===== config.mk =====
export PLATFORM = sky130hd
export DESIGN_NAME = tlb_index
export DESIGN_NICKNAME = d
export VERILOG_FILES = /design/src/hw/rtl/tlb_pkg.sv /design/src/hw/rtl/tlb_index.sv
export SDC_FILE = /design/constraint.sdc
export NUM_CORES = 2
export LEC_CHECK = 0
export BUFFER_PORTS_ARGS = -buffer_cell sky130_fd_sc_hd__buf_2
export CORE_ASPECT_RATIO = 1.25
export CORE_MARGIN = 8
export CORE_UTILIZATION = 45
export CTS_CLUSTER_DIAMETER = 30
export DETAILED_ROUTE_END_ITERATION = 7
export SETUP_SLACK_MARGIN = 0.3
export SLEW_MARGIN = 0
export SYNTH_ARGS = -nofsm -noshare
export SYNTH_HDL_FRONTEND = slang
export SYNTH_SLANG_ARGS = --single-unit

===== constraint.sdc =====
create_clock -name clock -period 18.6 [get_ports clock]
set_input_delay 2.79 -clock clock [delete_from_list [all_inputs] [get_ports clock]]
set_output_delay 2.79 -clock clock [all_outputs]
set_load 0.01 [all_outputs]

===== src/hw/rtl/tlb_pkg.sv =====
// ----------------------------------------------------------------------------
// tlb_pkg
// shared types, constants and arithmetic helpers for the 3d lut blend block
// ----------------------------------------------------------------------------
package tlb_pkg;

   localparam int LUT_MAX_DIM = 33;
   localparam int CH_W        = 12;
   localparam int SIZE_W      = 6;
   localparam int STR_W       = 9;
   localparam int IDX_W       = 16;
   localparam int ENTRY_W     = 3 * CH_W;
   localparam int CORNERS     = 8;
   localparam int CSR_IDX_W   = 2;
   localparam int CSR_DATA_W  = 9;

   localparam logic [CSR_IDX_W-1:0] CSR_LUT_SIZE       = 2'd0;
   localparam logic [CSR_IDX_W-1:0] CSR_BLEND_STRENGTH = 2'd1;

   localparam logic [12:0] CH_MAX13 = 13'd4095;

   typedef logic [2:0][CH_W-1:0] rgb_type;

   typedef struct packed {
      logic    valid;
      logic    load;
      logic    pass;
      rgb_type pix;
   } ctl_type;

   function automatic logic [CH_W-1:0] lerp12(input logic [CH_W-1:0] a,
                                              input logic [CH_W-1:0] b,
                                              input logic [CH_W-1:0] f);
      logic [24:0] s;
      s = 25'(a) * 25'(13'd4096 - 13'(f)) + 25'(b) * 25'(f) + 25'd2048;
      return s[23:12];
   endfunction

   function automatic logic [CH_W-1:0] blend12(input logic [CH_W-1:0]  p,
                                               input logic [CH_W-1:0]  t,
                                               input logic [STR_W-1:0] s);
      logic signed [25:0] v;
      logic signed [25:0] q;
      v = $signed({14'b0, p}) * 26'sd256
        + ($signed({14'b0, t}) - $signed({14'b0, p})) * $signed({17'b0, s})
        + 26'sd128;
      q = v >>> 8;
      if (v < 0) begin
         return '0;
      end else if (q > 26'sd4095) begin
         return 12'd4095;
      end else begin
         return q[CH_W-1:0];
      end
   endfunction

endpackage


===== src/hw/rtl/tlb_index.sv =====
// ----------------------------------------------------------------------------
// tlb_index
// front pipeline: grid scaling, corner coordinates and table addresses
// ----------------------------------------------------------------------------
module tlb_index #(
   parameter int LUT_MAX_DIM = tlb_pkg::LUT_MAX_DIM,
   parameter int ADDR_W      = $clog2(LUT_MAX_DIM * LUT_MAX_DIM * LUT_MAX_DIM)
) (
   input  logic                                         clock,
   input  logic                                         reset,
   input  logic                                         advance,
   input  logic                                         in_valid,
   input  logic                                         in_load,
   input  logic [tlb_pkg::IDX_W-1:0]                    in_index,
   input  logic [tlb_pkg::ENTRY_W-1:0]                  in_entry,
   input  tlb_pkg::rgb_type                             in_pix,
   input  logic [tlb_pkg::SIZE_W-1:0]                   cfg_size,
   input  logic [tlb_pkg::STR_W-1:0]                    cfg_strength,
   output tlb_pkg::ctl_type                             d_ctl,
   output logic [tlb_pkg::CORNERS-1:0][ADDR_W-1:0]      d_addr,
   output tlb_pkg::rgb_type                             d_frac,
   output logic                                         d_wr,
   output logic [ADDR_W-1:0]                            d_wr_addr,
   output logic [tlb_pkg::ENTRY_W-1:0]                  d_wr_data
);

   localparam int         DEPTH = LUT_MAX_DIM * LUT_MAX_DIM * LUT_MAX_DIM;
   localparam logic [6:0] MAX7  = 7'(LUT_MAX_DIM);

   logic [tlb_pkg::SIZE_W-1:0] sz;
   logic [tlb_pkg::SIZE_W-1:0] sz_m1;
   logic [11:0]                sz2_ff;

   assign sz    = (7'(cfg_size) > MAX7) ? MAX7[tlb_pkg::SIZE_W-1:0] : cfg_size;
   assign sz_m1 = sz - 6'd1;

   always_ff @(posedge clock) begin
      sz2_ff <= 12'(sz) * 12'(sz);
   end

   // stage a: capture
   tlb_pkg::ctl_type            a_ctl_ff;
   logic [tlb_pkg::IDX_W-1:0]   a_idx_ff;
   logic [tlb_pkg::ENTRY_W-1:0] a_wdata_ff;

   always_ff @(posedge clock) begin
      if (reset) begin
         a_ctl_ff <= '0;
      end else if (advance) begin
         a_ctl_ff.valid <= in_valid;
         a_ctl_ff.load  <= in_load;
         a_ctl_ff.pass  <= (sz <= 6'd1) || (cfg_strength == '0);
         a_ctl_ff.pix   <= in_pix;
      end
   end

   always_ff @(posedge clock) begin
      if (advance) begin
         a_idx_ff   <= in_index;
         a_wdata_ff <= in_entry;
      end
   end

   // stage b: scale by size-1
   tlb_pkg::ctl_type            b_ctl_ff;
   logic [2:0][17:0]            b_sc_ff;
   logic                        b_wr_ff;
   logic [19:0]                 b_idx_ff;
   logic [tlb_pkg::ENTRY_W-1:0] b_wdata_ff;
   logic [19:0]                 a_idx_ext;

   assign a_idx_ext = 20'(a_idx_ff);

   always_ff @(posedge clock) begin
      if (reset) begin
         b_ctl_ff <= '0;
         b_wr_ff  <= 1'b0;
      end else if (advance) begin
         b_ctl_ff <= a_ctl_ff;
         b_wr_ff  <= a_ctl_ff.valid && a_ctl_ff.load && (a_idx_ext < 20'(DEPTH));
      end
   end

   always_ff @(posedge clock) begin
      if (advance) begin
         for (int k = 0; k < 3; k++) begin
            b_sc_ff[k] <= 18'(a_ctl_ff.pix[k]) * 18'(sz_m1);
         end
         b_idx_ff   <= a_idx_ext;
         b_wdata_ff <= a_wdata_ff;
      end
   end

   // stage c: lower/upper corner and fraction
   tlb_pkg::ctl_type                 c_ctl_ff;
   logic [2:0][tlb_pkg::SIZE_W-1:0]  c_lo_ff;
   logic [2:0][tlb_pkg::SIZE_W-1:0]  c_hi_ff;
   tlb_pkg::rgb_type                 c_fr_ff;
   logic                             c_wr_ff;
   logic [19:0]                      c_idx_ff;
   logic [tlb_pkg::ENTRY_W-1:0]      c_wdata_ff;
   logic [2:0][tlb_pkg::SIZE_W-1:0]  lo_in;
   logic [2:0][tlb_pkg::SIZE_W-1:0]  hi_in;
   tlb_pkg::rgb_type                 fr_in;

   always_comb begin
      logic [tlb_pkg::SIZE_W-1:0] q;
      logic [12:0]                r;
      for (int k = 0; k < 3; k++) begin
         q = b_sc_ff[k][17:12];
         r = {1'b0, b_sc_ff[k][11:0]} + 13'(q);
         if (r >= tlb_pkg::CH_MAX13) begin
            lo_in[k] = q + 6'd1;
            fr_in[k] = 12'(r - tlb_pkg::CH_MAX13);
         end else begin
            lo_in[k] = q;
            fr_in[k] = r[11:0];
         end
         hi_in[k] = ((7'(lo_in[k]) + 7'd1) < 7'(sz)) ? lo_in[k] + 6'd1 : sz_m1;
      end
   end

   always_ff @(posedge clock) begin
      if (reset) begin
         c_ctl_ff <= '0;
         c_wr_ff  <= 1'b0;
      end else if (advance) begin
         c_ctl_ff <= b_ctl_ff;
         c_wr_ff  <= b_wr_ff;
      end
   end

   always_ff @(posedge clock) begin
      if (advance) begin
         c_lo_ff    <= lo_in;
         c_hi_ff    <= hi_in;
         c_fr_ff    <= fr_in;
         c_idx_ff   <= b_idx_ff;
         c_wdata_ff <= b_wdata_ff;
      end
   end

   // stage d: linear addresses of the eight corners
   logic [tlb_pkg::CORNERS-1:0][ADDR_W-1:0] addr_in;

   always_comb begin
      logic [tlb_pkg::SIZE_W-1:0] ri;
      logic [tlb_pkg::SIZE_W-1:0] gi;
      logic [tlb_pkg::SIZE_W-1:0] bi;
      logic [18:0]                sum;
      for (int k = 0; k < tlb_pkg::CORNERS; k++) begin
         ri  = k[0] ? c_hi_ff[0] : c_lo_ff[0];
         gi  = k[1] ? c_hi_ff[1] : c_lo_ff[1];
         bi  = k[2] ? c_hi_ff[2] : c_lo_ff[2];
         sum = 19'(bi) * 19'(sz2_ff) + 19'(gi) * 19'(sz) + 19'(ri);
         addr_in[k] = sum[ADDR_W-1:0];
      end
   end

   always_ff @(posedge clock) begin
      if (reset) begin
         d_ctl <= '0;
         d_wr  <= 1'b0;
      end else if (advance) begin
         d_ctl <= c_ctl_ff;
         d_wr  <= c_wr_ff;
      end
   end

   always_ff @(posedge clock) begin
      if (advance) begin
         d_addr    <= addr_in;
         d_frac    <= c_fr_ff;
         d_wr_addr <= c_idx_ff[ADDR_W-1:0];
         d_wr_data <= c_wdata_ff;
      end
   end

endmodule


; ---- Yosys cells after proc, flatten, opt, wreduce, memory -nomap -nowiden
; Index checks and enable logic that the tools add are counted.
[totals]
ff_bits = 669
in_bits = 108
output_inout_bits = 256
word_cells = 118
[classes]
add_sub_neg = 28
mul = 8
n_lt_le_gt_ge = 9
mux = 10
reduce_logical = 4
[op_table]
columns = operator, count
row1 = 16-bit by 6-bit adder with 16-bit output, 8
row2 = 16-bit by 12-bit adder with 16-bit output, 4
row3 = 12-bit by 6-bit multiplier with 18-bit output, 3
row4 = 6-bit two-way mux, 7
row5 = 12-bit by 6-bit adder with 13-bit output, 3
row6 = "13-bit by 12-bit >= comparator with 1-bit output, second input constant", 3
row7 = "6-bit by 1-bit adder with 6-bit output, second input constant", 6
row8 = 6-bit by 6-bit multiplier with 12-bit output, 3
row9 = 12-bit two-way mux, 3
row10 = "12-bit subtractor, second input constant", 3
row11 = 6-bit by 12-bit multiplier with 16-bit output, 2
row12 = "6-bit by 1-bit adder with 7-bit output, second input constant", 3
row13 = 7-bit by 6-bit < comparator with 1-bit output, 3
row14 = "16-bit < comparator, second input constant", 1
row15 = 9-bit logical NOT, 1
row16 = "6-bit greater-than comparator, second input constant", 1
row17 = "6-bit by 1-bit less-or-equal comparator with 1-bit output, second input constant", 1
row18 = "6-bit by 1-bit subtractor with 6-bit output, second input constant", 1
row19 = 1-bit logical AND, 2
row20 = 1-bit logical OR, 1

; ---- Longest topological paths before layout
[depth]
word_depth = 6
depth_mapped = 26
ltp_nobuf = 26

; ---- Worst setup path after synthesis
; Ideal clock, no wire load.
[synth_path]
path_type = input-to-reg
from = input port cfg_size[4] (netlist name)
to = register b_sc_ff[35] (netlist name) (data pin)
setup_time_ns = 0.258
t_arrival_ns = 8.979
path_slack_ns = 9.364
path_stages = 24
n_path_buf = 4
cell_sequence = or4_1 > a21oi_1 > clkbuf_1 > clkbuf_1 > ha_1 > xor2_1 > clkbuf_1 > clkbuf_1 > nand2_1 > fa_1 > inv_1 > fa_1 > fa_1 > ha_1 > a21o_1 > a21oi_1 > o21bai_1 > a21oi_1 > o21bai_1 > a211o_1 > a2111oi_0 > o31ai_1 > a21oi_1 > xnor2_1
[synth_between]
elab_chain_len = 4
[synth_rtl]
columns = item, line
row1 = "start, declared", tlb_index.sv:17  ; input logic [tlb_pkg::SIZE_W-1:0] cfg_size,
row2 = 6-bit greater-than comparator, tlb_index.sv:34  ; assign sz = (7'(cfg_size) > MAX7) ? MAX7[tlb_pkg::SIZE_W-1:0] : cfg_size;
row3 = 6-bit two-way mux *, tlb_index.sv:34
row4 = 6-bit by 1-bit subtractor with 6-bit output *, tlb_index.sv:35  ; assign sz_m1 = sz - 6'd1;
row5 = 12-bit by 6-bit multiplier with 18-bit output *, tlb_index.sv:87  ; b_sc_ff[k] <= 18'(a_ctl_ff.pix[k]) * 18'(sz_m1);
row6 = "end signal, assigned by index", tlb_index.sv:87
row7 = "end, declared", tlb_index.sv:66  ; logic [2:0][17:0] b_sc_ff;
; Mark *: on every way between the ends. The rest lies on a longest branch, timed or not.
; A chain may end at the register's enable or synchronous reset.

==> metrics.md <==
| Metric | Value |
|---|---|
| Outcome | `finished, final reports clean` |
| P_sw | `4.231 mW` |
| Resized cells post-CTS | `0` |
| Final setup violation count | `0` |
| Max-cap violations | `0` |
| Post CTS Setup Buffer Count | `0` |
| Die width | `288.7 µm` |
| Fillers | `8171` |
| Synthesis-to-finish area growth | `16.75%` |
| Die height | `356.8 µm` |
| Area contributors post-synth | `edfxtp_1 (36%), fa_1 (12%), ha_1 (9.6%)` |
| Share of the synthesized area in the top cell type | `0.3576` |
| Pwr dens | `199.8 nW/µm²` |
| Count of different cell masters after synthesis | `92` |
| CTS clock-pin slew for the worst setup and hold paths | `50 ps` |
| EDFF count, synth | `498` |
| Hold buffer count at cts | `0` |
| Std cell rows | `125` |
| Leak | `21.79 nW` |
| Fmax | `103.8 MHz` |
| Crit path kind | `input port to register` |
| Post-synth ARST share | `0` |
| Layout Nets | `4759` |
| Min Tclk post-route | `9638 ps` |
| Peak supply drop | `0.1657 mV` |
| Hold WC Path Type | `register to register` |
| Worst slew pin tran | `1188 ps` |
| Vias in the first global route | `28220` |
| Most common flop cell mapped by yosys | `edfxtp_1` |
| Critical path peak fanout | `42` |
| Avg Cell Area, Syn | `11.32 µm²` |
| Final Max Tran Viols | `0` |
| Via density | `5.089` |
| First-pass DRT Iterations | `7` |
| Hold path depth | `0` |
| I/O Buffers | `363` |
| WHS Endpoint | `d_frac[5]` |
| Htree depth | `3` |
| Setup tns final | `0 ps` |
| Antenna violations before repair | `5` |
| Residual DRC | `0` |
| Routed vias | `27410` |
| Io pins | `364` |
| Fin. Hold Viols | `0` |
| Clock Latency Late Sink | `700 ps` |
| Starting Density | `0.4517` |
| Sequential cell area | `18360 µm²` |
| Post-synth top cells | `edfxtp_1 (498), nand2_1 (370), inv_1 (348)` |
| Root Buffer | `clkbuf_16` |
| Longest Clk Path Bufs | `3` |
| Total CTS buffers | `115` |
| Flops & latches, synth | `668` |
| Period Utilization, post-route | `0.5182` |
| Synth warn | `0` |
| Worst Path Arrival | `10020 ps` |
| Dominant cell type by area after synthesis | `edfxtp_1` |
| Hold_sp | `c_fr_ff[5]` |
| CP Launch Type | `input port` |
| Post-route cell area | `48820 µm²` |
| Clock power share | `0.210` |
| Clock Skews | `49.99 ps` |
| Seq/Total Area, Yosys | `0.4390` |
| Area after DPL | `44920 µm²` |
| Post-Synthesis Cells | `3693` |
| Routed wire length | `99.24 mm` |
| Reg2Reg Depth | `17` |
| Largest net degree at the start of global routing | `162` |
| CP Data Required Time | `18980 ps` |
| Die area | `103000 µm²` |
| Post-DRT Antenna Nets | `0` |
| First-pass GRT wire length | `155.9 mm` |
| Switching fraction of total power | `0.4338` |
| Overall routing resource usage | `0.1909` |
| Share of cells above drive strength 1 | `0.1541` |
| Crit. End Element | `register` |
| CTS tree | `done` |
| RSZ-0062 raised after global routing | `no` |
| Grt total ovfl | `0` |
| Slew headroom | `0.2063` |
| DP HPWL | `76.43 mm` |
| Gate power share | `0.547` |
| Sequential fraction of design power | `0.243` |
| RR Endpoint | `d_addr[127]` |
| Core area | `92590 µm²` |
| GPL Wtd Cong | `0.8874` |
| Clk sinks | `668` |
| R2r startpoint | `sz2_ff[4]` |
| Reg-to-reg setup timing slack | `11970 ps` |
| Synthesized area | `41820 µm²` |
| Internal power | `5.523 mW` |
| Top-count cell post-synth | `edfxtp_1` |
| Drt first-iter violations | `1309` |
| Area of the multi-input gates | `21760 µm²` |
| DR WL/cell | `18.43 µm` |
## cell families after synthesis
kind of cell,after synthesis,share of synthesized area
compound gates,444,0.07267
xor+xnor,322,0.06807
fa+ha+maj,573,0.2166
buf+inv,467,0.04240
flops,668,0.4390
mux,183,0.04485
other cells,2,0.0001796
simple gates,1034,0.1162
## worst max-delay path by stage
stage / startpoint / to / slack, ps
after CTS: cfg_size[4] / d_addr[127] / 8980
after detailed placement: cfg_size[4] / d_addr[45] / 8260
after global placement: cfg_size[4] / d_addr[127] / 8450
after global routing: cfg_size[4] / d_addr[47] / 8580
after floorplan: cfg_size[4] / b_sc_ff[35] / 9360
final: cfg_size[4] / d_addr[127] / 8960
## layout make-up
class / instances / share of cell area
Multi-Input combinational cell: 2564 / 0.4457
Sequential cell: 668 / 0.3760
Clock buffer: 124 / 0.06068
Timing Repair Buffer: 382 / 0.04064
Tap cell: 1206 / 0.03091
Inverter: 348 / 0.02675
Clock inverter: 93 / 0.01930
Antenna cell: 1 / 0.00005125
## worst max-delay path, cell delays in order
cell and delay (ps):
buf_2 130, or4_1 610, a21oi_4 170, buf_4 480, inv_1 460, and2_1 300, fa_1 480, inv_1 50
fa_1 460, fa_1 540, inv_1 40, ha_1 330, nor2b_1 160, o31a_1 300, o311a_4 350, o21a_1 170
nor2_1 120, xnor2_1 250, ha_1 300, nor2_1 60, a221oi_1 410, xnor2_1 330, o21ai_2 160, nor4b_1 430
xor2_1 110
## power by group through the flow
stage | clock network [mW] | logic [mW] | registers, mW
after floorplan | 0 | 3.71 | 2.40
after global placement | 0 | 5.30 | 2.40
after detailed placement | 0 | 5.35 | 2.40
after CTS | 2.10 | 5.38 | 2.37
after global routing | 2.16 | 5.82 | 2.39
final | 2.05 | 5.33 | 2.37
## layer usage
layer  GRT usage  part of all wire  up-vias
li1            -                 -    13440
met1      0.2267              0.41    13180
met2      0.3471              0.51      614
met3     0.03119             0.049      182
met4     0.06634             0.029        2
met5           0           0.00010        -
## placed cells by master (no fill, tap or decap), types with 26 or more instances in the layout
cell / count
o21a_1: 28
ha_1: 320
o21bai_1: 38
nand4_1: 26
nand3_1: 27
edfxtp_1: 498
nand2_1: 370
clkbuf_16: 116
inv_1: 348
fa_1: 252
nor3_1: 30
nor2b_1: 38
dfxtp_1: 170
and2_1: 165
nor2_1: 279
mux2i_1: 163
xor2_1: 105
a21o_1: 46
buf_2: 361
xnor2_1: 213
o21ai_0: 53
a21oi_1: 124
## metrics by stage
step	hold slack [ps]	power, mW	util	std cells	worst slack (ps)
CTS	401.3	9.858	0.5273	5385	8979
global route	416.0	10.38	0.5273	5386	8576
detailed placement	404.5	7.757	0.4851	5168	8262
finish	409.0	9.755	0.5273	5386	8962
global placement	400.2	7.696	0.4851	5168	8448
floorplan	400.3	6.115	-	3699	9364
## registers in the layout, summed over array words and instances, names as in the netlist
signal	cells
a_idx_ff	16
c_hi_ff	18
b_idx_ff	16
b_wdata_ff	36
d_wr_data	36
c_fr_ff	36
b_ctl_ff	39
d_wr_addr	16
d_addr	128
a_wdata_ff	36
d_frac	36
c_wr_ff	1
d_ctl	39
c_idx_ff	16
c_lo_ff	18
a_ctl_ff	39
d_wr	1
c_wdata_ff	36
b_wr_ff	1
b_sc_ff	54
c_ctl_ff	39
sz2_ff	11
Note: power is estimated with default switching activity, not from simulation.
